### config.mk
export PLATFORM = sky130hd
export DESIGN_NAME = mpch_cell
export DESIGN_NICKNAME = d
export VERILOG_FILES = /design/src/rtl/core/mpch_pkg.sv /design/src/rtl/core/mpch_cell.sv
export SDC_FILE = /design/constraint.sdc
export NUM_CORES = 1
export LEC_CHECK = 0
export ABC_AREA = 1
export BUFFER_PORTS_ARGS = -buffer_cell sky130_fd_sc_hd__buf_4
export CAP_MARGIN = 10
export CORE_MARGIN = 8
export CORE_UTILIZATION = 30
export DETAILED_ROUTE_END_ITERATION = 10
export PLACE_DENSITY = 0.5
export SLEW_MARGIN = 20
export SYNTH_ARGS = -nofsm -noshare
export SYNTH_HDL_FRONTEND = slang
export SYNTH_SLANG_ARGS = --single-unit
### constraint.sdc
create_clock -name clock -period 1.9 [get_ports clock]
set_input_delay 0.38 -clock clock [delete_from_list [all_inputs] [get_ports clock]]
set_output_delay 0.38 -clock clock [all_outputs]
set_load 0.01 [all_outputs]
### src/rtl/core/mpch_pkg.sv
// Shared types, constants and the arctangent table of the marker pair heading block.
`timescale 1ns / 1ps
`default_nettype none
package mpch_pkg;

   localparam int COORD_BITS   = 16;
   localparam int CENTER_BITS  = COORD_BITS + 1;
   localparam int HEADING_BITS = 16;
   localparam int MAX_STAGES   = 24;
   localparam int STAGE_IDX_BITS = $clog2(MAX_STAGES);
   // Angle accumulator in signed degrees with 16 fraction bits.
   localparam int ANGLE_BITS   = 26;
   localparam int ROUND_SHIFT  = 9;

   localparam logic signed [ANGLE_BITS-1:0] QUARTER_TURN_Q16 = ANGLE_BITS'(5898240);
   localparam logic signed [ANGLE_BITS-1:0] FULL_TURN_Q16    = ANGLE_BITS'(23592960);
   localparam logic signed [ANGLE_BITS-1:0] ROUND_HALF_Q16   = ANGLE_BITS'(256);
   localparam logic [HEADING_BITS:0]        FULL_TURN_Q7     = (HEADING_BITS+1)'(46080);
   localparam logic [HEADING_BITS-1:0]      HALF_TURN_Q7     = HEADING_BITS'(23040);

   typedef struct packed {
      logic [COORD_BITS-1:0] ident_x;
      logic [COORD_BITS-1:0] ident_y;
      logic [COORD_BITS-1:0] front_x;
      logic [COORD_BITS-1:0] front_y;
   } req_type;

   typedef struct packed {
      logic [CENTER_BITS-1:0]  center_x;
      logic [CENTER_BITS-1:0]  center_y;
      logic [HEADING_BITS-1:0] heading;
   } rsp_type;

   // Everything that rides along the cell chain besides the vector itself.
   typedef struct packed {
      logic                          valid;
      logic                          same_point;
      logic signed [ANGLE_BITS-1:0]  angle;
      logic [CENTER_BITS-1:0]        center_x;
      logic [CENTER_BITS-1:0]        center_y;
   } cell_ctl_type;

   // atan(2^-i) in degrees, rounded to the nearest 2^-16.
   function automatic logic signed [ANGLE_BITS-1:0] atan_deg_q16(
      input logic [STAGE_IDX_BITS-1:0] idx);
      logic signed [ANGLE_BITS-1:0] val;
      case (idx)
         5'd0:    val = ANGLE_BITS'(2949120);
         5'd1:    val = ANGLE_BITS'(1740967);
         5'd2:    val = ANGLE_BITS'(919879);
         5'd3:    val = ANGLE_BITS'(466945);
         5'd4:    val = ANGLE_BITS'(234379);
         5'd5:    val = ANGLE_BITS'(117304);
         5'd6:    val = ANGLE_BITS'(58666);
         5'd7:    val = ANGLE_BITS'(29335);
         5'd8:    val = ANGLE_BITS'(14668);
         5'd9:    val = ANGLE_BITS'(7334);
         5'd10:   val = ANGLE_BITS'(3667);
         5'd11:   val = ANGLE_BITS'(1833);
         5'd12:   val = ANGLE_BITS'(917);
         5'd13:   val = ANGLE_BITS'(458);
         5'd14:   val = ANGLE_BITS'(229);
         5'd15:   val = ANGLE_BITS'(115);
         5'd16:   val = ANGLE_BITS'(57);
         5'd17:   val = ANGLE_BITS'(29);
         5'd18:   val = ANGLE_BITS'(14);
         5'd19:   val = ANGLE_BITS'(7);
         5'd20:   val = ANGLE_BITS'(4);
         5'd21:   val = ANGLE_BITS'(2);
         5'd22:   val = ANGLE_BITS'(1);
         default: val = '0;
      endcase
      return val;
   endfunction

endpackage
`default_nettype wire

### src/rtl/core/mpch_cell.sv
// One vectoring rotation step with its own fixed shift and angle constant.
`timescale 1ns / 1ps
`default_nettype none
module mpch_cell import mpch_pkg::*; #(
   parameter int STAGE    = 0,
   parameter int VEC_BITS = 39
) (
   input  wire logic                        clock,
   input  wire logic                        reset,
   input  wire logic signed [VEC_BITS-1:0]  x_in_vec,
   input  wire logic signed [VEC_BITS-1:0]  y_in_vec,
   input  wire cell_ctl_type                ctl_prev,
   output logic signed [VEC_BITS-1:0]       x_out_vec,
   output logic signed [VEC_BITS-1:0]       y_out_vec,
   output cell_ctl_type                     ctl_next
);

   localparam logic signed [ANGLE_BITS-1:0] STEP_ANGLE =
      atan_deg_q16(STAGE_IDX_BITS'(STAGE));

   logic signed [VEC_BITS-1:0] x_shift;
   logic signed [VEC_BITS-1:0] y_shift;
   logic signed [VEC_BITS-1:0] x_in;
   logic signed [VEC_BITS-1:0] y_in;
   logic signed [VEC_BITS-1:0] x_ff;
   logic signed [VEC_BITS-1:0] y_ff;
   cell_ctl_type               ctl_in;
   cell_ctl_type               ctl_ff;

   always_comb begin
      // Arithmetic shift rounds toward minus infinity.
      x_shift = x_in_vec >>> STAGE;
      y_shift = y_in_vec >>> STAGE;
      ctl_in  = ctl_prev;
      if (y_in_vec >= 0) begin
         x_in         = x_in_vec + y_shift;
         y_in         = y_in_vec - x_shift;
         ctl_in.angle = ctl_prev.angle + STEP_ANGLE;
      end else begin
         x_in         = x_in_vec - y_shift;
         y_in         = y_in_vec + x_shift;
         ctl_in.angle = ctl_prev.angle - STEP_ANGLE;
      end
   end

   always_ff @(posedge clock) begin
      x_ff <= x_in;
      y_ff <= y_in;
      if (reset) begin
         ctl_ff <= '0;
      end else begin
         ctl_ff <= ctl_in;
      end
   end

   assign x_out_vec = x_ff;
   assign y_out_vec = y_ff;
   assign ctl_next  = ctl_ff;

endmodule
`default_nettype wire

==> qor.txt <==
outcome = finished clean
vias in the first global route = 15800
DR pass1 iterations = 7
DIE AREA = 0.0502 mm²
hold_buf cts = 0
Setup TNS = 0 ps
final setup fails = 0
Port Buffers = 281
I/O pin cnt = 282
setup slack after layout = 45.7 ps
detailed-route via count = 15700
Setup Slack @ Placement = -737 ps
final worst path period need = 1850 ps
slowest cell delay on critical path = 320 ps
worst hold-check path type = primary input to flop
CP max stage cell = ha_1
critical path type = primary input to flop
Die Y = 224 µm
non-filler instance count after layout = 3451
MaxCap Viol Count = 0
critical path cell sequence = buf_4 > inv_1 > ha_1 > nand2_1 > inv_1 > buf_4 > nand2_1 > nand2_1 > nand2_1 > nand2_1 > o21bai_2 > buf_4 > or2_0 > nand3_1 > nand2_1
most common cell after layout, fill and taps aside = buf_4
initial DRC count = 927
Synth top area share = 21.4%
gp weighted congestion = 0.929
DRT Wirelength = 59600 µm
PD cells = 643 mW/mm²
cells after synthesis = 2206
Sw Ratio = 38.7%
largest net degree at the start of global routing = 82
CTS H-tree lvls = 4
final hold viol count = 0
share of cells above drive strength 1 = 32.4%
total inserted antenna cells = 0
clk slew on worst S/H paths = 70 ps
initial core utilization = 30.3%
grt total ovfl = 0
fin crit share = 97.6%
HPWL Detailed = 51400 µm
clock sinks = 139
post-detailed-route count of antenna-violating nets = 0
worst rel slew slack = 62.5%
Crit. End Element = flop
Tightest Pin Transition = 557 ps
nets = 3131
Synth area leader = dfxtp_1
Clk pwr share = 27.7%
Max FO, Critical Path = 3
Internal Power = 7.86 mW
# rows = 76
CTS Root Cell = clkbuf_16
Synthesis Warnings = 0
Yosys reg bits = 139
clock buffer depth = 2
crit start category = primary input
P&R area growth vs syn = 53.6%
sw power = 4.95 mW
part of the power in combinational logic = 45.3%
sequential area share after synthesis = 21.4%
Num CTS Buffers = 17
CP required = 2270 ps
routed vias/inst = 4.55
Total Power = 12.8 mW
most frequent cells in the layout = buf_4, nand2_1, inv_1
die width = 224 µm
post-synthesis net count = 2484
Flop pwr share = 27.0%
gr usage total = 23.2%
Area contributors post-synth = dfxtp_1, nand2_1, ha_1
initial antenna violation count = 0
Post-Syn Area per Cell = 5.88 µm²
CP most frequent cell = nand2_1
worst vdd ir = 582 µV
Cells after DPL = 3412
RSZ-0062 raised after global routing = true
CTS tree = done
Post-Syn Area = 0.0130 mm²
first-pass GRT wire length = 89400 µm
Yosys cell types = 40
Peak Freq = 539 MHz
CORE AREA = 0.0429 mm²
# DRC = 0
Leak = 11.2 nW
Worst EP arrival = 2220 ps
final slew viol count = 0
DR WL/cell = 17.3 µm
power groups by stage:
stage / combinational [mW] / clock (mW) / sequential [mW]
final: 5.80 / 3.55 / 3.47
after global routing: 6.33 / 3.75 / 3.50
after CTS: 5.52 / 3.68 / 3.47
after detailed placement: 5.47 / 0 / 3.53
after global placement: 5.45 / 0 / 3.53
after floorplan: 2.39 / 0 / 3.67
timing repair:
action | 4_1_cts | 5_1_grt
pin swaps | 2 | 20
endpoints found under the hold margin | 0 | 0
buffers inserted | 1 | 6
gates resized for setup | 16 | 174
endpoints found under the setup margin | 24 | 54
cells by family (layout without fill, tap and decap cells):
| family | count (synthesis) | after routing | share of synthesized area (%) |
|---|---|---|---|
| simple gates | 1156 | 1156 | 36.6 |
| buf+inv | 480 | 1140 | 15.0 |
| compound gates | 257 | 257 | 11.0 |
| flops | 139 | 139 | 21.4 |
| fa+ha+maj | 136 | 136 | 13.3 |
| xor+xnor | 36 | 36 | 2.43 |
| mux | 2 | 2 | 0.154 |
metal layers:
metal  part of all wire, %  track usage, %  vias to the layer above  routed length [µm]
met5                     0               0                        -                   0
met4                   3.0            8.16                        0                1780
met3                   6.2            4.43                       81                3670
met2                    48            40.7                      448               28400
met1                    43            27.9                     7165               25800
li1                      -               -                     8022                   -
Yosys cell counts (all sizes together):
master and n:
buf 49, nor3 11, clkbuf 8, xor2 35
mux2i 2, a31oi 5, o21a 3, fa 4
a211oi 1, nand4 12, or2 5, o21ai 78
xnor2 1, and2 4, a21o 5, inv 423
ha 132, o31ai 1, o21bai 23, o22ai 8
dfxtp 139, nand2 708, o211ai 5, a21oi 128
nor2 244, nand3 172
worst max-delay path, delay by kind of cell:
kind	cells	cell delay, ps
AND/OR/NAND/NOR	8	790
buffers and inverters	5	500
adder cells (fa/ha/maj)	1	320
AO/OA/AOI/OAI	1	240
registers in the layout, indices dropped and copies added, names as in the netlist:
name and count:
x_out_vec 38, ctl_next 62, y_out_vec 39
metrics by stage:
stage	cell area, µm²	utilization (%)	hold slack [ps]
2_1_floorplan	13000	-	452
3_3_place_gp	18500	43.1	580
3_5_place_dp	18500	43.1	590
4_1_cts	19200	44.7	46.2
5_1_grt	19900	46.5	74.8
6_report	19900	46.5	81.3
layout make-up:
class                           instances  area [µm²]
Clock buffer                           18         439
Clock inverter                         14         160
Fill cell                            4540       23000
Inverter                              423        1590
Multi-Input combinational cell       1587        9060
Sequential cell                       139        2780
Tap cell                              585         732
Timing Repair Buffer                  685        5160
final timing paths:
kind / start / to / slack (ps) / cells after the start
max: x_in_vec[7] / y_out_vec[13]$_DFF_P_ / 50 / 15
min: ctl_prev[50] / ctl_next[50]$_SDFF_PP0_ / 80 / 2
No activity file was read; power rests on OpenSTA's default activity.
