File: src/rtl/core/mpch_pkg.sv
// Shared types, constants and the arctangent table of the marker pair heading block.
`timescale 1ns / 1ps
`default_nettype none
package mpch_pkg;

   localparam int COORD_BITS   = 16;
   localparam int CENTER_BITS  = COORD_BITS + 1;
   localparam int HEADING_BITS = 16;
   localparam int MAX_STAGES   = 24;
   localparam int STAGE_IDX_BITS = $clog2(MAX_STAGES);
   // Angle accumulator in signed degrees with 16 fraction bits.
   localparam int ANGLE_BITS   = 26;
   localparam int ROUND_SHIFT  = 9;

   localparam logic signed [ANGLE_BITS-1:0] QUARTER_TURN_Q16 = ANGLE_BITS'(5898240);
   localparam logic signed [ANGLE_BITS-1:0] FULL_TURN_Q16    = ANGLE_BITS'(23592960);
   localparam logic signed [ANGLE_BITS-1:0] ROUND_HALF_Q16   = ANGLE_BITS'(256);
   localparam logic [HEADING_BITS:0]        FULL_TURN_Q7     = (HEADING_BITS+1)'(46080);
   localparam logic [HEADING_BITS-1:0]      HALF_TURN_Q7     = HEADING_BITS'(23040);

   typedef struct packed {
      logic [COORD_BITS-1:0] ident_x;
      logic [COORD_BITS-1:0] ident_y;
      logic [COORD_BITS-1:0] front_x;
      logic [COORD_BITS-1:0] front_y;
   } req_type;

   typedef struct packed {
      logic [CENTER_BITS-1:0]  center_x;
      logic [CENTER_BITS-1:0]  center_y;
      logic [HEADING_BITS-1:0] heading;
   } rsp_type;

   // Everything that rides along the cell chain besides the vector itself.
   typedef struct packed {
      logic                          valid;
      logic                          same_point;
      logic signed [ANGLE_BITS-1:0]  angle;
      logic [CENTER_BITS-1:0]        center_x;
      logic [CENTER_BITS-1:0]        center_y;
   } cell_ctl_type;

   // atan(2^-i) in degrees, rounded to the nearest 2^-16.
   function automatic logic signed [ANGLE_BITS-1:0] atan_deg_q16(
      input logic [STAGE_IDX_BITS-1:0] idx);
      logic signed [ANGLE_BITS-1:0] val;
      case (idx)
         5'd0:    val = ANGLE_BITS'(2949120);
         5'd1:    val = ANGLE_BITS'(1740967);
         5'd2:    val = ANGLE_BITS'(919879);
         5'd3:    val = ANGLE_BITS'(466945);
         5'd4:    val = ANGLE_BITS'(234379);
         5'd5:    val = ANGLE_BITS'(117304);
         5'd6:    val = ANGLE_BITS'(58666);
         5'd7:    val = ANGLE_BITS'(29335);
         5'd8:    val = ANGLE_BITS'(14668);
         5'd9:    val = ANGLE_BITS'(7334);
         5'd10:   val = ANGLE_BITS'(3667);
         5'd11:   val = ANGLE_BITS'(1833);
         5'd12:   val = ANGLE_BITS'(917);
         5'd13:   val = ANGLE_BITS'(458);
         5'd14:   val = ANGLE_BITS'(229);
         5'd15:   val = ANGLE_BITS'(115);
         5'd16:   val = ANGLE_BITS'(57);
         5'd17:   val = ANGLE_BITS'(29);
         5'd18:   val = ANGLE_BITS'(14);
         5'd19:   val = ANGLE_BITS'(7);
         5'd20:   val = ANGLE_BITS'(4);
         5'd21:   val = ANGLE_BITS'(2);
         5'd22:   val = ANGLE_BITS'(1);
         default: val = '0;
      endcase
      return val;
   endfunction

endpackage
`default_nettype wire

File: src/rtl/core/mpch_front.sv
// Entry stage: midpoint sums, difference vector, guard scaling and quadrant pre-rotation.
`timescale 1ns / 1ps
`default_nettype none
module mpch_front import mpch_pkg::*; #(
   parameter int GUARD_BITS = 18,
   parameter int VEC_BITS   = 39
) (
   input  wire logic                        clock,
   input  wire logic                        reset,
   input  wire logic                        take,
   input  wire req_type                     req_data,
   output logic signed [VEC_BITS-1:0]       vec_x,
   output logic signed [VEC_BITS-1:0]       vec_y,
   output cell_ctl_type                     ctl_out
);

   logic signed [COORD_BITS:0]   dx;
   logic signed [COORD_BITS:0]   dy;
   logic signed [VEC_BITS-1:0]   raw_x;
   logic signed [VEC_BITS-1:0]   raw_y;
   logic signed [VEC_BITS-1:0]   vec_x_in;
   logic signed [VEC_BITS-1:0]   vec_y_in;
   logic signed [VEC_BITS-1:0]   vec_x_ff;
   logic signed [VEC_BITS-1:0]   vec_y_ff;
   cell_ctl_type                 ctl_in;
   cell_ctl_type                 ctl_ff;

   always_comb begin
      dx = signed'({1'b0, req_data.front_x}) - signed'({1'b0, req_data.ident_x});
      dy = signed'({1'b0, req_data.front_y}) - signed'({1'b0, req_data.ident_y});
      // The vector is (-dy, dx) so that zero degrees points up the image.
      raw_x = -(VEC_BITS'(dy) <<< GUARD_BITS);
      raw_y = VEC_BITS'(dx) <<< GUARD_BITS;

      ctl_in.valid      = take;
      ctl_in.same_point = (dx == '0) && (dy == '0);
      ctl_in.center_x   = CENTER_BITS'(req_data.ident_x) + CENTER_BITS'(req_data.front_x);
      ctl_in.center_y   = CENTER_BITS'(req_data.ident_y) + CENTER_BITS'(req_data.front_y);

      // Fold the left half plane onto the right one so the cells converge.
      if (raw_x < 0) begin
         if (raw_y >= 0) begin
            vec_x_in     = raw_y;
            vec_y_in     = -raw_x;
            ctl_in.angle = QUARTER_TURN_Q16;
         end else begin
            vec_x_in     = -raw_y;
            vec_y_in     = raw_x;
            ctl_in.angle = -QUARTER_TURN_Q16;
         end
      end else begin
         vec_x_in     = raw_x;
         vec_y_in     = raw_y;
         ctl_in.angle = '0;
      end
   end

   always_ff @(posedge clock) begin
      vec_x_ff <= vec_x_in;
      vec_y_ff <= vec_y_in;
      if (reset) begin
         ctl_ff <= '0;
      end else begin
         ctl_ff <= ctl_in;
      end
   end

   assign vec_x   = vec_x_ff;
   assign vec_y   = vec_y_ff;
   assign ctl_out = ctl_ff;

endmodule
`default_nettype wire

File: config.mk
export PLATFORM = sky130hd
export DESIGN_NAME = mpch_front
export DESIGN_NICKNAME = d
export VERILOG_FILES = /design/src/rtl/core/mpch_pkg.sv /design/src/rtl/core/mpch_front.sv
export SDC_FILE = /design/constraint.sdc
export NUM_CORES = 1
export LEC_CHECK = 0
export ABC_AREA = 1
export BUFFER_PORTS_ARGS = -buffer_cell sky130_fd_sc_hd__buf_2
export CORE_UTILIZATION = 49
export CTS_CLUSTER_DIAMETER = 80
export DETAILED_ROUTE_END_ITERATION = 10
export PLACE_DENSITY = 0.79
export SLEW_MARGIN = 40
export SYNTH_ARGS = -nofsm -noshare
export SYNTH_HDL_FRONTEND = slang
export SYNTH_SLANG_ARGS = --single-unit
File: constraint.sdc
create_clock -name clock -period 3.3 [get_ports clock]
set_clock_uncertainty 0.15 [all_clocks]
set_input_delay 0.495 -clock clock [delete_from_list [all_inputs] [get_ports clock]]
set_output_delay 0.495 -clock clock [all_outputs]
set_load 0.02 [all_outputs]
==> impl_metrics.env, run 1 <==
export IMPL_busiest_layer="met2"
export IMPL_slew_viol_final=0
export IMPL_post_drt_wl_per_cell_microns=12.8
export IMPL_dp_cells=1539
export IMPL_p_seq_share_pct=27.5
export IMPL_grtUsageMet2_pct=36.5
export IMPL_gp_congestion=0.905
export IMPL_drcViolationCount=2
export IMPL_final_cell_count_no_fill=1563
export IMPL_cp_common_cell="nand3_2"
export IMPL_cp_num_cells=19
export IMPL_drt_vias_per_instance=4.95
export IMPL_max_freq_ghz=0.307
export IMPL_leakage_nw=5.15
export IMPL_grt_max_degree=24
export IMPL_antennaDiodeCount=0
export IMPL_crit_path_end_kind="flip-flop"
export IMPL_grtUsageMet3_pct=2.66
export IMPL_cp_endpoint="vec_x[37]$_DFF_P_"
export IMPL_synth_edf_count=0
export IMPL_ys_seq_area_share_pct=21.3
export IMPL_ant_nets=0
export IMPL_place_hpwl_microns=15700
export IMPL_rows=45
export IMPL_initial_core_util_pct=50.2
export IMPL_path_class="in2reg"
export IMPL_final_common_cell="nand2_1"
export IMPL_max_slew_worst_pin_slew_ns=0.790
export IMPL_path_cells="buf_2 > inv_2 > ha_4 > inv_2 > fa_2 > nand3_2 > nand3_4 > a21boi_4 > o21ai_4 > xor2_2 > buf_4 > nor3_4 > nand3_2 > nor3_4 > nand3_2 > nor3_2 > ha_2 > nand2_1 > o21ai_1"
export IMPL_critPathSlowestCell="fa_2"
export IMPL_clock_sinks=81
export IMPL_postCtsHoldBufs=0
export IMPL_drt_iter0_drc=672
export IMPL_p_sw_share_pct=41.1
export IMPL_crit_path_max_incr_delay_ns=0.37
export IMPL_async_flop_share_pct=0
export IMPL_track_usage_pct=24.2
export IMPL_vias=7736
export IMPL_ff_latch_area_sq_um=1620
export IMPL_hp_class="in2reg"
export IMPL_antenna_found_initial=0
export IMPL_status="complete, but fails checks"
export IMPL_yosysUniqueCellTypes=47
export IMPL_syn_area_sq_um=7600
export IMPL_cts_htree_levels=3
export IMPL_vdd_drop_max_v=0.000261
export IMPL_slew_headroom_pct=47.0
export IMPL_clkPwrFrac_pct=26.1
export IMPL_syn2layout_area_growth_pct=23.3
export IMPL_cp_arrival_ns=3.38
export IMPL_crit_path_start_kind="primary input"
export IMPL_die_area_sq_um=16000
export IMPL_port_buffers=153
export IMPL_p_sw_mw=1.78
export IMPL_root_buffer="clkbuf_16"
export IMPL_drive_above_1_share_pct=26.4
export IMPL_ios=207
export IMPL_path_max_fanout=3
export IMPL_hold_viol=0
export IMPL_ys_seq_elements=81
export IMPL_path_clk_slew_ns=0.06
export IMPL_cp_startpoint="req_data[16]"
export IMPL_cp_data_required_time_ns=3.42
export IMPL_cap_violations=0
export IMPL_nets=1513
export IMPL_hold_slack_ns=0.211
export IMPL_multi_input_area_sq_um=5120
export IMPL_drtPass1Iterations=8
export IMPL_cts_tree="yes"
export IMPL_synthCells=1160
export IMPL_violations="DRC"
export IMPL_p_int_mw=2.55
export IMPL_use_met1_pct=36.1
export IMPL_chipWidth_microns=127
export IMPL_yosys_most_used_dff="dfxtp_1"
export IMPL_final_cell_mix="nand2_1 (280), buf_2 (153), inv_1 (147)"
export IMPL_numCtsBuffers=9
export IMPL_rsz0062_at_grt="true"
export IMPL_avgSynthCellArea_sq_um=6.55
export IMPL_power_total_mw=4.34
export IMPL_core_area_sq_um=15100
export IMPL_yosys_warnings=0
export IMPL_setup_viol=0
export IMPL_fillCellCount=1402
export IMPL_period_minus_slack_ns=3.26
export IMPL_grt_pass1_wl_microns=31100
export IMPL_cp_num_buf_inv=4
export IMPL_grt_pass1_vias=6529
export IMPL_grt_overflow_total=0
export IMPL_combPwrFrac_pct=46.4
export IMPL_wirelength_microns=20100
export IMPL_fin_crit_sh_pct=98.7
export IMPL_cp_top_family="simple AND/OR/NAND/NOR gates"
export IMPL_cts_buffer_depth=2
export IMPL_fp_dieH_microns=127
export IMPL_power_density_nw_per_um2=463
[per-layer routing]
metal | vias to the layer above | wire length (microns)
met1 | 3429 | 10100
met5 | - | 0
met3 | 15 | 1230
met4 | 0 | 241
li1 | 4001 | -
met2 | 291 | 8470
[timing repair]
action                                  4_1_cts  5_1_grt
gates resized for setup                       2       45
endpoints found under the setup margin        2        8
endpoints found under the hold margin         0        0
setup buffers                                 0        8
pin swaps                                     0       19
cloned                                        0        0
[power groups by stage]
| stage | registers [mW] | clock network [mW] | logic (mW) |
|---|---|---|---|
| floorplan | 1.43 | 0 | 1.10 |
| global placement | 1.22 | 0 | 1.89 |
| detailed placement | 1.21 | 0 | 1.90 |
| CTS | 1.19 | 1.14 | 1.92 |
| global route | 1.21 | 1.18 | 2.20 |
| finish | 1.19 | 1.13 | 2.01 |
[flip-flops by register name (all words and copies together) (netlist names)]
signal and cells:
ctl_out 39, vec_x 21, vec_y 21
[worst min path at each step]
| stage | startpoint | end | cells past startpoint |
|---|---|---|---|
| 2_1_floorplan | take | ctl_out[61]$_SDFF_PP0_ | 2 |
| 3_3_place_gp | take | ctl_out[61]$_SDFF_PP0_ | 3 |
| 3_5_place_dp | take | ctl_out[61]$_SDFF_PP0_ | 3 |
| 4_1_cts | take | ctl_out[61]$_SDFF_PP0_ | 3 |
| 6_report | take | ctl_out[61]$_SDFF_PP0_ | 3 |
| 5_1_grt | take | ctl_out[61]$_SDFF_PP0_ | 3 |
[layout make-up]
type	count	area share, %
clock buffers	10	2.55
clock inverters	6	0.948
inverters	164	6.57
multi-input cells	877	54.7
flip-flops and latches	81	17.3
well taps	188	2.51
repair buffers	237	15.4
[metrics by stage]
step	setup slack, ns	TNS, ns	utilization (%)	area, sq um
after floorplan	0.191	0	-	7790
after global placement	-0.339	-1.47	58.0	8790
after detailed placement	-0.373	-2.21	58.0	8790
after CTS	-0.00610	-0.00610	60.2	9130
after global routing	-0.119	-0.297	61.9	9370
final	0.0435	0	61.9	9370
[worst min-delay path, cell delays in order]
cell and delay (ns):
buf_2 0.10, inv_1 0.04, nor2_1 0.03
[synth_stat cells, types with 19 or more instances]
cell,instances,share of area (%)
nand4_1,19,1.6
xor2_1,27,3.1
nand2_1,280,14
nand2_2,24,2.0
ha_1,72,12
buf_4,64,6.3
o21ai_0,44,2.9
nor2_1,81,4.0
a21oi_1,89,5.9
dfxtp_1,81,21
o21ai_1,20,1.3
inv_1,153,7.6
nand3_1,81,5.3
[kinds of logic (layout without fill, tap and decap cells)]
family	count (synthesis)	after routing	synth area share, %
buffers and inverters	254	417	16.4
DFF	81	81	21.3
adders and majority gates	76	76	12.9
and+or+nand+nor	529	529	31.0
muxes	1	1	0.132
xor gates and xnor gates	33	33	4.45
other	1	53	0.0493
AOI/OAI and AO/OA	185	185	13.7
Note: power is estimated with default switching activity, not from simulation.
==> run 2: changes to the inputs <==
--- a/config.mk
+++ b/config.mk
@@ -6,11 +6,13 @@
 export NUM_CORES = 1
 export LEC_CHECK = 0
 export ABC_AREA = 1
+export ABC_CLOCK_PERIOD_IN_PS = 3000
 export BUFFER_PORTS_ARGS = -buffer_cell sky130_fd_sc_hd__buf_2
-export CORE_UTILIZATION = 49
+export CORE_UTILIZATION = 54
 export CTS_CLUSTER_DIAMETER = 80
 export DETAILED_ROUTE_END_ITERATION = 10
-export PLACE_DENSITY = 0.79
+export GPL_TIMING_DRIVEN = 0
+export PLACE_DENSITY = 0.83
 export SLEW_MARGIN = 40
 export SYNTH_ARGS = -nofsm -noshare
 export SYNTH_HDL_FRONTEND = slang
==> constraint.sdc (replaced) <==
create_clock -name clock -period 3 [get_ports clock]
set_clock_uncertainty 0.15 [all_clocks]
set_input_delay 0.45 -clock clock [delete_from_list [all_inputs] [get_ports clock]]
set_output_delay 0.45 -clock clock [all_outputs]
set_load 0.02 [all_outputs]
==> run 2 against run 1 <==
Effect of this change:
- the run ends with setup timing left
- via count is 6.8% higher
- highest routed layer unchanged
- clock-buffer cell count is 1 lower
- total power is 9.7% higher
- combinational power is 16% higher
==> impl_metrics.env, run 2 (same netlist as run 1, synthesis figures left out) <==
export IMPL_status="complete, but fails checks"
export IMPL_violations="setup timing"
export IMPL_initial_core_util_pct=56.3
export IMPL_period_minus_slack_ns=3.06
export IMPL_grt_pass1_vias=6969
export IMPL_chipWidth_microns=121
export IMPL_ant_nets=0
export IMPL_drtPass1Iterations=6
export IMPL_antenna_found_initial=0
export IMPL_path_cells="buf_2 > ha_4 > inv_4 > fa_2 > nand3_2 > nand3_4 > a21boi_4 > buf_6 > xor2_4 > nand3_4 > nor3_4 > nand3_2 > nor3_4 > nand4_1 > inv_1 > ha_1 > inv_1 > nor2_1"
export IMPL_final_cell_count_no_fill=1593
export IMPL_grt_pass1_wl_microns=33000
export IMPL_clock_sinks=81
export IMPL_fp_dieH_microns=121
export IMPL_max_slew_worst_pin_slew_ns=0.859
export IMPL_critPathSlowestCell="fa_2"
export IMPL_grt_overflow_total=0
export IMPL_core_area_sq_um=13500
export IMPL_grt_max_degree=18
export IMPL_track_usage_pct=28.6
export IMPL_postCtsHoldBufs=0
export IMPL_multi_input_area_sq_um=5450
export IMPL_rsz0062_at_grt="true"
export IMPL_pre_cts_slack_ns=-0.648
export IMPL_gp_congestion=0.918
export IMPL_wirelength_microns=22400
export IMPL_power_density_nw_per_um2=477
export IMPL_setup_viol=8
export IMPL_worst_slack_ns=-0.0635
export IMPL_cp_data_required_time_ns=3.15
export IMPL_nets=1555
export IMPL_root_buffer="clkbuf_16"
export IMPL_crit_path_start_kind="primary input"
export IMPL_path_max_fanout=4
export IMPL_post_drt_wl_per_cell_microns=14.1
export IMPL_vias=8260
export IMPL_dp_cells=1540
export IMPL_final_common_cell="nand2_1"
export IMPL_vdd_drop_max_v=0.000333
export IMPL_cts_tree="yes"
export IMPL_antennaDiodeCount=0
export IMPL_leakage_nw=5.40
export IMPL_cap_violations=0
export IMPL_cts_htree_levels=3
export IMPL_fillCellCount=1087
export IMPL_max_freq_ghz=0.326
export IMPL_drt_iter0_drc=883
export IMPL_cts_buffer_depth=2
export IMPL_final_cell_mix="nand2_1 (258), buf_2 (158), inv_1 (143)"
export IMPL_hold_viol=0
export IMPL_place_hpwl_microns=16400
export IMPL_drt_vias_per_instance=5.19
export IMPL_syn2layout_area_growth_pct=31.3
export IMPL_cp_arrival_ns=3.21
export IMPL_slew_headroom_pct=42.8
export IMPL_fin_crit_sh_pct=102
export IMPL_setup_tns_ns=-0.300
export IMPL_hp_class="in2reg"
export IMPL_crit_path_end_kind="flip-flop"
export IMPL_power_total_mw=4.76
export IMPL_drive_above_1_share_pct=31.7
export IMPL_drcViolationCount=0
export IMPL_path_class="in2reg"
export IMPL_ff_latch_area_sq_um=1620
export IMPL_crit_path_max_incr_delay_ns=0.37
export IMPL_path_clk_slew_ns=0.07
export IMPL_ios=207
export IMPL_largest_reg_flops=39
export IMPL_slew_viol_final=0
export IMPL_numCtsBuffers=9
export IMPL_die_area_sq_um=14600
export IMPL_port_buffers=152
export IMPL_rows=42
-- run 2: cell count changes in the layout (fill, tap and decap cells not counted), sizes merged --
cell / before / now
buf: 237 / 270
bufinv: 2 / 0
clkbuf: 10 / 18
clkinv: 3 / 2
clkinvlp: 2 / 1
inv: 163 / 168
-- run 2: cell type report --
class / instances / area share, %
plain buffers: 90 / 6.64
clock buffers: 9 / 2.26
clock inverters: 7 / 0.677
inverters: 164 / 6.42
multi-input cells: 877 / 54.6
flip-flops and latches: 81 / 16.2
well taps: 176 / 2.21
repair buffers: 189 / 10.9
-- run 2: path summary, 6_finish.rpt --
kind / end / slack, ns / cells past startpoint / startpoint
setup / recovery: vec_x[38]$_SDFF_PP0_ / -0.06 / 18 / req_data[48]
hold / removal: ctl_out[61]$_SDFF_PP0_ / 0.17 / 3 / take
-- run 2: what timing repair did --
| item | CTS | global route |
|---|---|---|
| setup endpoints to repair | 37 | 43 |
| setup buffers | 12 | 25 |
| resized for setup | 38 | 108 |
| pin swaps | 18 | 52 |
| endpoints found under the hold margin | 0 | 0 |
-- run 2: power breakdown --
| group | internal, mW | switching [mW] | leakage [nW] |
|---|---|---|---|
| Combinational | 0.798 | 1.54 | 4.58 |
| Clock | 0.586 | 0.526 | 0.142 |
| Sequential | 1.26 | 0.0521 | 0.678 |
| Total | 2.65 | 2.11 | 5.40 |
-- run 2: critical path, delay by kind of cell --
| kind | cells | cell delay (ns) |
|---|---|---|
| and+or+nand+nor | 8 | 1.19 |
| buffers and inverters | 5 | 0.46 |
| adders and majority gates | 3 | 0.68 |
| xor gates and xnor gates | 1 | 0.24 |
| AOI/OAI and AO/OA | 1 | 0.19 |
-- run 2: layer usage --
layer  up-vias  track usage, %  routed length (microns)
li1       4098               -                        -
met1      3720            39.9                     9910
met2       410            46.2                    10200
met3        32            3.68                     1870
met4         0            7.33                      486
met5         -               0                        0
-- run 2: per-stage QoR --
stage	util (%)	hold slack (ns)	area (sq um)
floorplan	-	0.407	7830
global placement	65.2	0.503	8810
detailed placement	65.2	0.513	8810
CTS	69.3	0.163	9350
global route	73.9	0.191	9980
finish	73.9	0.168	9980
