File: config.mk
export PLATFORM = sky130hd
export DESIGN_NAME = mpch_back
export DESIGN_NICKNAME = d
export VERILOG_FILES = /design/src/rtl/core/mpch_pkg.sv /design/src/rtl/core/mpch_back.sv
export SDC_FILE = /design/constraint.sdc
export NUM_CORES = 1
export LEC_CHECK = 0
export BUFFER_PORTS_ARGS = -buffer_cell sky130_fd_sc_hd__buf_2
export CORE_MARGIN = 2
export CORE_UTILIZATION = 47
export CTS_BUF_LIST = sky130_fd_sc_hd__clkbuf_4 sky130_fd_sc_hd__clkbuf_8 sky130_fd_sc_hd__clkbuf_16
export DETAILED_ROUTE_END_ITERATION = 8
export PLACE_DENSITY = 0.86
export RECOVER_POWER = 25
export SYNTH_ARGS = -nofsm -noshare
export SYNTH_HDL_FRONTEND = slang
export SYNTH_SLANG_ARGS = --single-unit
File: constraint.sdc
create_clock -name clock -period 4.4 [get_ports clock]
set_input_delay 0.22 -clock clock [delete_from_list [all_inputs] [get_ports clock]]
set_output_delay 0.22 -clock clock [all_outputs]
set_load 0.03 [all_outputs]
File: src/rtl/core/mpch_pkg.sv
// Shared types, constants and the arctangent table of the marker pair heading block.
`timescale 1ns / 1ps
`default_nettype none
package mpch_pkg;

   localparam int COORD_BITS   = 16;
   localparam int CENTER_BITS  = COORD_BITS + 1;
   localparam int HEADING_BITS = 16;
   localparam int MAX_STAGES   = 24;
   localparam int STAGE_IDX_BITS = $clog2(MAX_STAGES);
   // Angle accumulator in signed degrees with 16 fraction bits.
   localparam int ANGLE_BITS   = 26;
   localparam int ROUND_SHIFT  = 9;

   localparam logic signed [ANGLE_BITS-1:0] QUARTER_TURN_Q16 = ANGLE_BITS'(5898240);
   localparam logic signed [ANGLE_BITS-1:0] FULL_TURN_Q16    = ANGLE_BITS'(23592960);
   localparam logic signed [ANGLE_BITS-1:0] ROUND_HALF_Q16   = ANGLE_BITS'(256);
   localparam logic [HEADING_BITS:0]        FULL_TURN_Q7     = (HEADING_BITS+1)'(46080);
   localparam logic [HEADING_BITS-1:0]      HALF_TURN_Q7     = HEADING_BITS'(23040);

   typedef struct packed {
      logic [COORD_BITS-1:0] ident_x;
      logic [COORD_BITS-1:0] ident_y;
      logic [COORD_BITS-1:0] front_x;
      logic [COORD_BITS-1:0] front_y;
   } req_type;

   typedef struct packed {
      logic [CENTER_BITS-1:0]  center_x;
      logic [CENTER_BITS-1:0]  center_y;
      logic [HEADING_BITS-1:0] heading;
   } rsp_type;

   // Everything that rides along the cell chain besides the vector itself.
   typedef struct packed {
      logic                          valid;
      logic                          same_point;
      logic signed [ANGLE_BITS-1:0]  angle;
      logic [CENTER_BITS-1:0]        center_x;
      logic [CENTER_BITS-1:0]        center_y;
   } cell_ctl_type;

   // atan(2^-i) in degrees, rounded to the nearest 2^-16.
   function automatic logic signed [ANGLE_BITS-1:0] atan_deg_q16(
      input logic [STAGE_IDX_BITS-1:0] idx);
      logic signed [ANGLE_BITS-1:0] val;
      case (idx)
         5'd0:    val = ANGLE_BITS'(2949120);
         5'd1:    val = ANGLE_BITS'(1740967);
         5'd2:    val = ANGLE_BITS'(919879);
         5'd3:    val = ANGLE_BITS'(466945);
         5'd4:    val = ANGLE_BITS'(234379);
         5'd5:    val = ANGLE_BITS'(117304);
         5'd6:    val = ANGLE_BITS'(58666);
         5'd7:    val = ANGLE_BITS'(29335);
         5'd8:    val = ANGLE_BITS'(14668);
         5'd9:    val = ANGLE_BITS'(7334);
         5'd10:   val = ANGLE_BITS'(3667);
         5'd11:   val = ANGLE_BITS'(1833);
         5'd12:   val = ANGLE_BITS'(917);
         5'd13:   val = ANGLE_BITS'(458);
         5'd14:   val = ANGLE_BITS'(229);
         5'd15:   val = ANGLE_BITS'(115);
         5'd16:   val = ANGLE_BITS'(57);
         5'd17:   val = ANGLE_BITS'(29);
         5'd18:   val = ANGLE_BITS'(14);
         5'd19:   val = ANGLE_BITS'(7);
         5'd20:   val = ANGLE_BITS'(4);
         5'd21:   val = ANGLE_BITS'(2);
         5'd22:   val = ANGLE_BITS'(1);
         default: val = '0;
      endcase
      return val;
   endfunction

endpackage
`default_nettype wire

File: src/rtl/core/mpch_back.sv
// Exit stage: wraps the angle into one turn and rounds it to the output heading format.
`timescale 1ns / 1ps
`default_nettype none
module mpch_back import mpch_pkg::*; (
   input  wire logic         clock,
   input  wire logic         reset,
   input  wire cell_ctl_type ctl_last,
   output logic              rsp_strobe,
   output rsp_type           rsp_data
);

   logic signed [ANGLE_BITS-1:0] angle_pos;
   logic signed [ANGLE_BITS-1:0] angle_rnd;
   logic [HEADING_BITS:0]        heading_full;
   rsp_type                      rsp_in;
   rsp_type                      rsp_ff;
   logic                         strobe_ff;

   always_comb begin
      angle_pos = (ctl_last.angle < 0) ? ctl_last.angle + FULL_TURN_Q16 : ctl_last.angle;
      angle_rnd = angle_pos + ROUND_HALF_Q16;
      heading_full = angle_rnd[ROUND_SHIFT +: (HEADING_BITS + 1)];
      if (heading_full >= FULL_TURN_Q7) begin
         heading_full = heading_full - FULL_TURN_Q7;
      end
      rsp_in.center_x = ctl_last.center_x;
      rsp_in.center_y = ctl_last.center_y;
      // Coinciding points have no direction; they report straight down.
      rsp_in.heading  = ctl_last.same_point ? HALF_TURN_Q7 : heading_full[HEADING_BITS-1:0];
   end

   always_ff @(posedge clock) begin
      rsp_ff <= rsp_in;
      if (reset) begin
         strobe_ff <= 1'b0;
      end else begin
         strobe_ff <= ctl_last.valid;
      end
   end

   assign rsp_strobe = strobe_ff;
   assign rsp_data   = rsp_ff;

endmodule
`default_nettype wire

==> flow_metrics.env, run 1 <==
export IMPL_outcome="complete, no violations"
export IMPL_critPathCaptureType="flip-flop"
export IMPL_dieArea_um2=4913
export IMPL_first_iter_violations=35
export IMPL_pin_count=115
export IMPL_max_slew_margin=0.5843
export IMPL_num_vias=1712
export IMPL_gp_congestion=0.7767
export IMPL_area_growth_pct=32.18
export IMPL_ys_seq_area_frac=0.4973
export IMPL_cts_tree="yes"
export IMPL_rows=24
export IMPL_grt_max_degree=20
export IMPL_cp_max_fo=8
export IMPL_dp_hpwl_mm=3.553
export IMPL_cp_arrival_ns=2.97
export IMPL_fin_setup_tns_ns=0
export IMPL_design_area_um2=2714
export IMPL_cts_buffers=5
export IMPL_drt_total_wl_mm=4.434
export IMPL_fin_crit_sh=0.6332
export IMPL_synthCells=182
export IMPL_power_density_nw_per_um2=380.4
export IMPL_drc=0
export IMPL_final_max_slew_violation_count=0
export IMPL_yosys_warnings=0
export IMPL_cts_root_buf="clkbuf_8"
export IMPL_synth_area_um2=2053
export IMPL_nFillCells=347
export IMPL_layout_commonest_cell="buf_2"
export IMPL_post_drt_wl_per_cell_um=12.93
export IMPL_grt_pass1_wl_mm=7.203
export IMPL_start_kind="input port"
export IMPL_ir_drop_mv=0.1513
export IMPL_fin_ws_ns=1.614
export IMPL_place_area_um2=2579
export IMPL_cts_sinks=51
export IMPL_synth_edff_count=0
export IMPL_power_total_uw=1032
export IMPL_track_usage=0.1819
export IMPL_clkTransAtPathRegs_ns=0.09
export IMPL_core_um2=4294
export IMPL_grt_pass1_vias=1623
export IMPL_finish_utilization=0.6320
export IMPL_rsz0062_at_grt="false"
export IMPL_first_pass_iters=4
export IMPL_vias_per_cell=4.991
export IMPL_synthArstFlopShare=0
export IMPL_hold_path_class="input port to flip-flop"
export IMPL_overflow=0
export IMPL_worstSetupPathType="input port to flip-flop"
export IMPL_mostFrequentLayoutCells="buf_2, dfxtp_1, nor2_1"
export IMPL_clock_path_buffers=2
export IMPL_maxCapViolCount=0
export IMPL_initial_core_util=0.4781
export IMPL_hold_depth=1
export IMPL_min_period_ns=2.786
export IMPL_drtAntennaViolNets=0
export IMPL_ys_ff_latch=51
export IMPL_crit_required_ns=4.58
export IMPL_drive_gt1_frac=0.4605
export IMPL_post_place_ws_ns=1.299
export IMPL_syn_avg_cell_area_um2=11.28
export IMPL_min_from="ctl_last[16]"
export IMPL_yosys_cell_types_count=61
export IMPL_hold_viol=0
export IMPL_die_y_um=70.10
export IMPL_antenna_found_initial=0
export IMPL_port_buffers=106
export IMPL_synth_fp_nets=250
export IMPL_htreeDepth=2
export IMPL_max_freq_mhz=358.9
export IMPL_synthFlopType="dfxtp_1"
export IMPL_finalSetupViolCount=0
export IMPL_min_delay_worst_endpoint="rsp_data[32]"
export IMPL_die_x_um=70.10
export IMPL_p_leak_uw=0.001257
export IMPL_tightest_slew_ns=0.6191
export IMPL_nets=358
export IMPL_antenna_cells=0
[per-stage QoR]
step / std cells / hold WS, ns
finish: 343 / 0.01512
CTS: 341 / 0.004329
global route: 343 / 0.00006095
detailed placement: 333 / 0.3239
floorplan: 182 / 0.2477
global placement: 333 / 0.3220
[layout make-up]
class / instances / area [µm²] / share of cell area
clock buffer: 5 / 68.82 / 0.02536
clock inverter: 3 / 46.29 / 0.01706
inverter: 3 / 11.26 / 0.004149
multi-input combinational: 121 / 950.9 / 0.3504
sequential: 51 / 1021 / 0.3762
tap: 52 / 65.06 / 0.02397
timing repair buffer: 108 / 550.5 / 0.2029
[synth_stat cells (2+ instances only)]
cell / count / area share
nor3_1: 6 / 0.015
ha_1: 4 / 0.024
mux2_1: 2 / 0.011
or2_2: 2 / 0.0061
o21ai_0: 3 / 0.0073
xor2_1: 6 / 0.026
buf_6: 3 / 0.016
and3_1: 3 / 0.0091
xor2_2: 2 / 0.016
a21oi_1: 8 / 0.020
or3_1: 4 / 0.012
nand2b_1: 2 / 0.0061
nor2b_1: 3 / 0.0091
nand3_1: 9 / 0.022
clkbuf_8: 2 / 0.013
xnor2_1: 10 / 0.043
a211oi_1: 2 / 0.0073
a211o_1: 2 / 0.0085
inv_1: 3 / 0.0055
nor2_1: 11 / 0.020
nand2_1: 4 / 0.0073
or3_2: 2 / 0.0073
dfxtp_1: 51 / 0.50
[metal layers]
layer | global-route usage | vias up | part of all wire
met5 | 0 | - | 0
met4 | 0.07265 | 0 | 0.012
met3 | 0.03608 | 4 | 0.064
met2 | 0.3280 | 68 | 0.51
met1 | 0.2097 | 773 | 0.41
li1 | - | 867 | -
[where the power goes]
| part | internal, µW | leakage [µW] | switching, µW |
|---|---|---|---|
| logic | 77.7 | 0.000774 | 139 |
| clock network | 171 | 0.0000548 | 147 |
| registers | 491 | 0.000429 | 6.23 |
| total | 740 | 0.00126 | 292 |
[sequential cells by signal (all words and copies together), names as in the netlist]
signal	count
rsp_strobe	1
rsp_data	50
[worst max-delay path: stages]
cell and delay [ns]:
buf_2 0.11, ha_1 0.30, nand3_1 0.21, nor4_4 0.44, xor2_2 0.26, ha_1 0.17
or4b_1 0.44, nor4_2 0.32, a221oi_2 0.15, mux2_1 0.33
[kinds of logic after synthesis]
| logic type | synth area share |
|---|---|
| xor+xnor | 0.09750 |
| buf+inv | 0.03961 |
| fa+ha+maj | 0.02438 |
| simple gates | 0.1999 |
| mux | 0.01584 |
| compound gates | 0.1255 |
| flops | 0.4973 |
[worst max-delay path by stage]
stage	start	to	slack, ns	cells after the start
final	ctl_last[42]	rsp_data[10]	1.61	10
after detailed placement	ctl_last[42]	rsp_data[11]	1.30	10
after global routing	ctl_last[43]	rsp_data[10]	1.38	10
after CTS	ctl_last[42]	rsp_data[10]	1.62	10
after global placement	ctl_last[42]	rsp_data[11]	1.34	10
after floorplan	ctl_last[42]	rsp_data[10]	1.70	10
[repair_timing]
| action | CTS | global route |
|---|---|---|
| resized for setup | 0 | 0 |
| setup endpoints to repair | 0 | 0 |
| hold buffers | 0 | 2 |
| endpoints found under the hold margin | 0 | 2 |
| buffers inserted | 0 | 0 |
(Power assumes the default switching activity.)
==> inputs of run 2 (changes only) <==
Settings changed: CORE_UTILIZATION 47 to 44, PLACE_DENSITY 0.86 to 0.82.
Clock period 4.4 ns to 2.84 ns, I/O delays scaled along.
==> run 2 against run 1 <==
Effect of this change:
- first-iteration DRC count grew 40%
- count of clock-buffer cells in the layout up 1
- sequential share of layout area is 4.0 points lower
- largest cell class unchanged
- clock power rose by 30%
- sequential power rose by 55%
- sequential cell count is the same
- global-route usage is 1.7 points higher
- critical path depth stayed put
==> flow_metrics.env, run 2 (synthesis gave the netlist of run 1 again) <==
export IMPL_start_kind="input port"
export IMPL_cts_setup_buffers=0
export IMPL_largest_reg_flops=50
export IMPL_critPathCaptureType="flip-flop"
export IMPL_post_drt_wl_per_cell_um=13.95
export IMPL_maxCapViolCount=0
export IMPL_dieArea_um2=5229
export IMPL_fin_crit_sh=0.9284
export IMPL_core_um2=4414
export IMPL_cts_sinks=51
export IMPL_drive_gt1_frac=0.4141
export IMPL_nets=393
export IMPL_antenna_found_initial=0
export IMPL_finish_utilization=0.6882
export IMPL_grt_max_degree=20
export IMPL_drt_total_wl_mm=5.273
export IMPL_hold_path_class="input port to flip-flop"
export IMPL_die_y_um=72.31
export IMPL_first_iter_violations=49
export IMPL_cp_max_fo=4
export IMPL_die_x_um=72.31
export IMPL_worstSetupPathType="input port to flip-flop"
export IMPL_mostFrequentLayoutCells="buf_2, dfxtp_1, dlygate4sd3_1"
export IMPL_grt_pass1_vias=1773
export IMPL_tightest_slew_ns=0.4628
export IMPL_vias_per_cell=5.019
export IMPL_hold_depth=2
export IMPL_gp_congestion=0.8523
export IMPL_layout_commonest_cell="buf_2"
export IMPL_initial_core_util=0.4651
export IMPL_min_from="reset"
export IMPL_grt_busiest_layer="met2"
export IMPL_cts_root_buf="clkbuf_8"
export IMPL_antenna_cells=0
export IMPL_rsz0062_at_grt="false"
export IMPL_cts_buffers=5
export IMPL_grt_pass1_wl_mm=8.342
export IMPL_drc=0
export IMPL_cts_resized=0
export IMPL_cp_arrival_ns=2.81
export IMPL_first_pass_iters=4
export IMPL_p_leak_uw=0.001392
export IMPL_drtAntennaViolNets=0
export IMPL_dp_hpwl_mm=3.767
export IMPL_design_area_um2=3038
export IMPL_use_met2=0.3527
export IMPL_cts_tree="yes"
export IMPL_gr_usage_met3=0.02361
export IMPL_track_usage=0.1985
export IMPL_finalSetupViolCount=0
export IMPL_use_met1=0.2566
export IMPL_clkTransAtPathRegs_ns=0.09
export IMPL_area_growth_pct=47.96
export IMPL_place_area_um2=2601
export IMPL_ir_drop_mv=0.3685
export IMPL_rows=24
export IMPL_min_delay_worst_endpoint="rsp_strobe"
export IMPL_outcome="complete, no violations"
export IMPL_max_slew_margin=0.6886
export IMPL_clock_path_buffers=2
export IMPL_power_density_nw_per_um2=516.8
export IMPL_hold_viol=0
export IMPL_min_period_ns=2.637
export IMPL_num_vias=1897
export IMPL_power_total_uw=1570
export IMPL_overflow=0
export IMPL_port_buffers=106
export IMPL_crit_required_ns=3.01
export IMPL_htreeDepth=2
export IMPL_max_freq_mhz=379.3
export IMPL_pin_count=115
export IMPL_final_max_slew_violation_count=0
run 2: cell types whose count changed in the layout (fill, tap and decap cells not counted):
| cell | previous run | this run |
|---|---|---|
| dlygate4sd3_1 | 2 | 34 |
| buf_4 | 0 | 3 |
| buf_2 | 106 | 104 |
| clkbuf_1 | 0 | 2 |
| bufinv_16 | 1 | 0 |
| clkbuf_8 | 5 | 6 |
| clkinv_4 | 0 | 1 |
| inv_6 | 1 | 0 |
run 2: what timing repair did:
item	CTS	global route
setup endpoints to repair	0	0
hold endpoints to repair	34	0
hold buffers	34	0
run 2: metrics by stage:
step / std cells / setup slack, ns / hold WS (ns) / setup TNS (ns)
3_3_place_gp: 336 / 0.1036 / 0.2446 / 0
6_report: 378 / 0.2033 / 0.01805 / 0
3_5_place_dp: 336 / -0.01744 / 0.2458 / -0.03430
4_1_cts: 378 / 0.2825 / 0.004593 / 0
5_1_grt: 378 / 0.06787 / 0.01467 / 0
2_1_floorplan: 182 / 0.2209 / 0.1697 / 0
run 2: report_power, final:
part | internal (µW) | total, µW | switching, µW
Combinational | 154 | 382 | 228
Sequential | 761 | 772 | 11.3
Clock | 199 | 416 | 217
Total | 1110 | 1570 | 456
run 2: worst max path at each step:
stage	start	to	slack (ns)	depth (start not counted)
finish	ctl_last[42]	rsp_data[11]	0.20	10
global route	ctl_last[42]	rsp_data[11]	0.07	10
CTS	ctl_last[42]	rsp_data[11]	0.28	10
detailed placement	ctl_last[42]	rsp_data[11]	-0.02	10
global placement	ctl_last[42]	rsp_data[11]	0.10	10
floorplan	ctl_last[42]	rsp_data[10]	0.22	10
run 2: layout make-up:
cell class | count | area [µm²]
fill | 341 | 1376
multi-input combinational | 121 | 950.9
clock buffer | 6 | 82.58
tap | 52 | 65.06
sequential | 51 | 1021
timing repair buffer | 143 | 890.9
inverter | 3 | 11.26
clock inverter | 2 | 16.27
run 2: critical path, stage by stage:
cell and delay, ns:
clkbuf_1 0.14, ha_1 0.24, nand3_1 0.18, nor4_4 0.43, xor2_2 0.19, ha_1 0.15
or4b_1 0.44, nor4_2 0.38, a221oi_2 0.17, mux2_1 0.34
run 2: layer usage:
| layer | wire length, µm | part of all wire |
|---|---|---|
| met5 | 0 | 0 |
| met4 | 34 | 0.0064 |
| met3 | 359 | 0.068 |
| met2 | 2593 | 0.49 |
| met1 | 2285 | 0.43 |
==> inputs of run 3 (changes only) <==
Settings changed: CORE_MARGIN 2 to 5.
==> run 3 against run 2 <==
Effect of this change:
- critical path type unchanged
- die area up 17%
- largest power group unchanged
- via count is 0.63% lower
- combinational power about the same
- hold slack improved by 0.034 ns
- sequential power barely moved
- global-route usage increased by 0.44 points
- fmax rose by 3.0%
- first-iteration DRC count decreased by 24%
- count of clock-buffer cells in the layout unchanged
- final cell count up 0.79%
- critical path depth did not move
- non-clock buffer count grew 3
==> flow_metrics.env, run 3 (synthesis gave the netlist of run 1 again) <==
export IMPL_die_y_um=78.31
export IMPL_layout_commonest_cell="buf_2"
export IMPL_drtAntennaViolNets=0
export IMPL_grt_pass1_vias=1917
export IMPL_cts_root_buf="clkbuf_8"
export IMPL_start_kind="input port"
export IMPL_cts_buffers=5
export IMPL_drive_gt1_frac=0.4073
export IMPL_max_freq_mhz=390.8
export IMPL_design_area_um2=3055
export IMPL_final_max_slew_violation_count=0
export IMPL_tightest_slew_ns=0.4778
export IMPL_finish_utilization=0.6875
export IMPL_max_slew_margin=0.6785
export IMPL_num_vias=1885
export IMPL_dieArea_um2=6132
export IMPL_drc=0
export IMPL_power_density_nw_per_um2=519.4
export IMPL_core_um2=4444
export IMPL_largest_reg_flops=50
export IMPL_cts_setup_buffers=0
export IMPL_fin_crit_sh=0.9010
export IMPL_hold_path_class="input port to flip-flop"
export IMPL_mostFrequentLayoutCells="buf_2, dfxtp_1, dlygate4sd3_1"
export IMPL_track_usage=0.2029
export IMPL_p_seq_frac=0.488
export IMPL_place_area_um2=2616
export IMPL_first_iter_violations=37
export IMPL_crit_required_ns=3.02
export IMPL_hold_depth=2
export IMPL_drt_total_wl_mm=6.196
export IMPL_overflow=0
export IMPL_nets=396
export IMPL_worstSetupPathType="input port to flip-flop"
export IMPL_min_period_ns=2.559
export IMPL_rsz0062_at_grt="false"
export IMPL_swShare=0.2976
export IMPL_vias_per_cell=4.948
export IMPL_htreeDepth=2
export IMPL_gp_congestion=0.7944
export IMPL_initial_core_util=0.4620
export IMPL_die_x_um=78.31
export IMPL_clkTransAtPathRegs_ns=0.10
export IMPL_pin_count=115
export IMPL_maxCapViolCount=0
export IMPL_clock_path_buffers=2
export IMPL_combPwrFrac=0.243
export IMPL_first_pass_iters=4
export IMPL_cp_arrival_ns=2.73
export IMPL_critPathCaptureType="flip-flop"
export IMPL_cp_max_fo=4
export IMPL_power_frac_clock=0.270
export IMPL_grt_pass1_wl_mm=9.839
export IMPL_rows=24
export IMPL_antenna_found_initial=0
export IMPL_cts_sinks=51
export IMPL_ir_drop_mv=0.2762
export IMPL_cts_tree="yes"
export IMPL_netSwitchingPower_uw=472.3
export IMPL_post_drt_wl_per_cell_um=16.26
export IMPL_finalSetupViolCount=0
export IMPL_intPower_uw=1115
export IMPL_dp_hpwl_mm=4.041
export IMPL_p_leak_uw=0.001400
export IMPL_hold_viol=0
export IMPL_grt_max_degree=20
export IMPL_area_growth_pct=48.81
export IMPL_outcome="complete, no violations"
export IMPL_port_buffers=106
export IMPL_antenna_cells=0
run 3: cell types whose count changed in the layout (fill, tap and decap cells not counted), sizes merged:
| cell | delta |
|---|---|
| clkbuf | +3 |
| buf | -1 |
| dlygate4sd3 | +1 |
run 3: worst max-delay path: stages:
cell and delay (ns):
clkbuf_1 0.12, ha_1 0.23, nand3_1 0.18, nor4_4 0.41
xor2_2 0.18, ha_1 0.15, or4b_1 0.45, nor4_2 0.36
a221oi_2 0.16, mux2_1 0.35
run 3: final timing paths:
| check | start | to | slack (ns) |
|---|---|---|---|
| setup / recovery | ctl_last[42] | rsp_data[10] | 0.28 |
| hold / removal | ctl_last[61] | rsp_strobe | 0.05 |
run 3: power by group through the flow:
stage / combinational [µW] / sequential, µW / clock [µW]
finish: 385 / 774 / 428
global route: 413 / 779 / 470
CTS: 382 / 771 / 435
detailed placement: 343 / 788 / 0
global placement: 336 / 786 / 0
floorplan: 128 / 885 / 0
run 3: repair_timing:
item                      in CTS  in global routing
hold endpoints to repair      35                  0
resized for setup              0                  0
hold buffers                  35                  0
run 3: layout make-up:
class	count	area (µm²)
fillers	344	1389
flip-flops and latches	51	1021
multi-input cells	121	945.9
repair buffers	146	913.4
clock buffers	6	82.58
well taps	52	65.06
clock inverters	2	16.27
inverters	3	11.26
run 3: per-layer routing:
metal | vias to the layer above | GRT usage | routed length, µm
met5 | - | 0 | 0
met4 | 0 | 0.07168 | 119
met3 | 10 | 0.04920 | 513
met2 | 95 | 0.3767 | 3110
met1 | 839 | 0.2247 | 2452
li1 | 941 | - | -
run 3: through the flow:
stage / setup TNS, ns / hold slack (ns) / instances / power (µW) / worst slack, ns
finish: 0 / 0.05176 / 381 / 1587 / 0.2812
CTS: 0 / 0.05631 / 381 / 1587 / 0.3211
global route: 0 / 0.05815 / 381 / 1662 / 0.1125
global placement: 0 / 0.2445 / 338 / 1122 / 0.1273
detailed placement: -0.01023 / 0.2460 / 338 / 1130 / -0.01023
floorplan: 0 / 0.1697 / 182 / 1013 / 0.2209
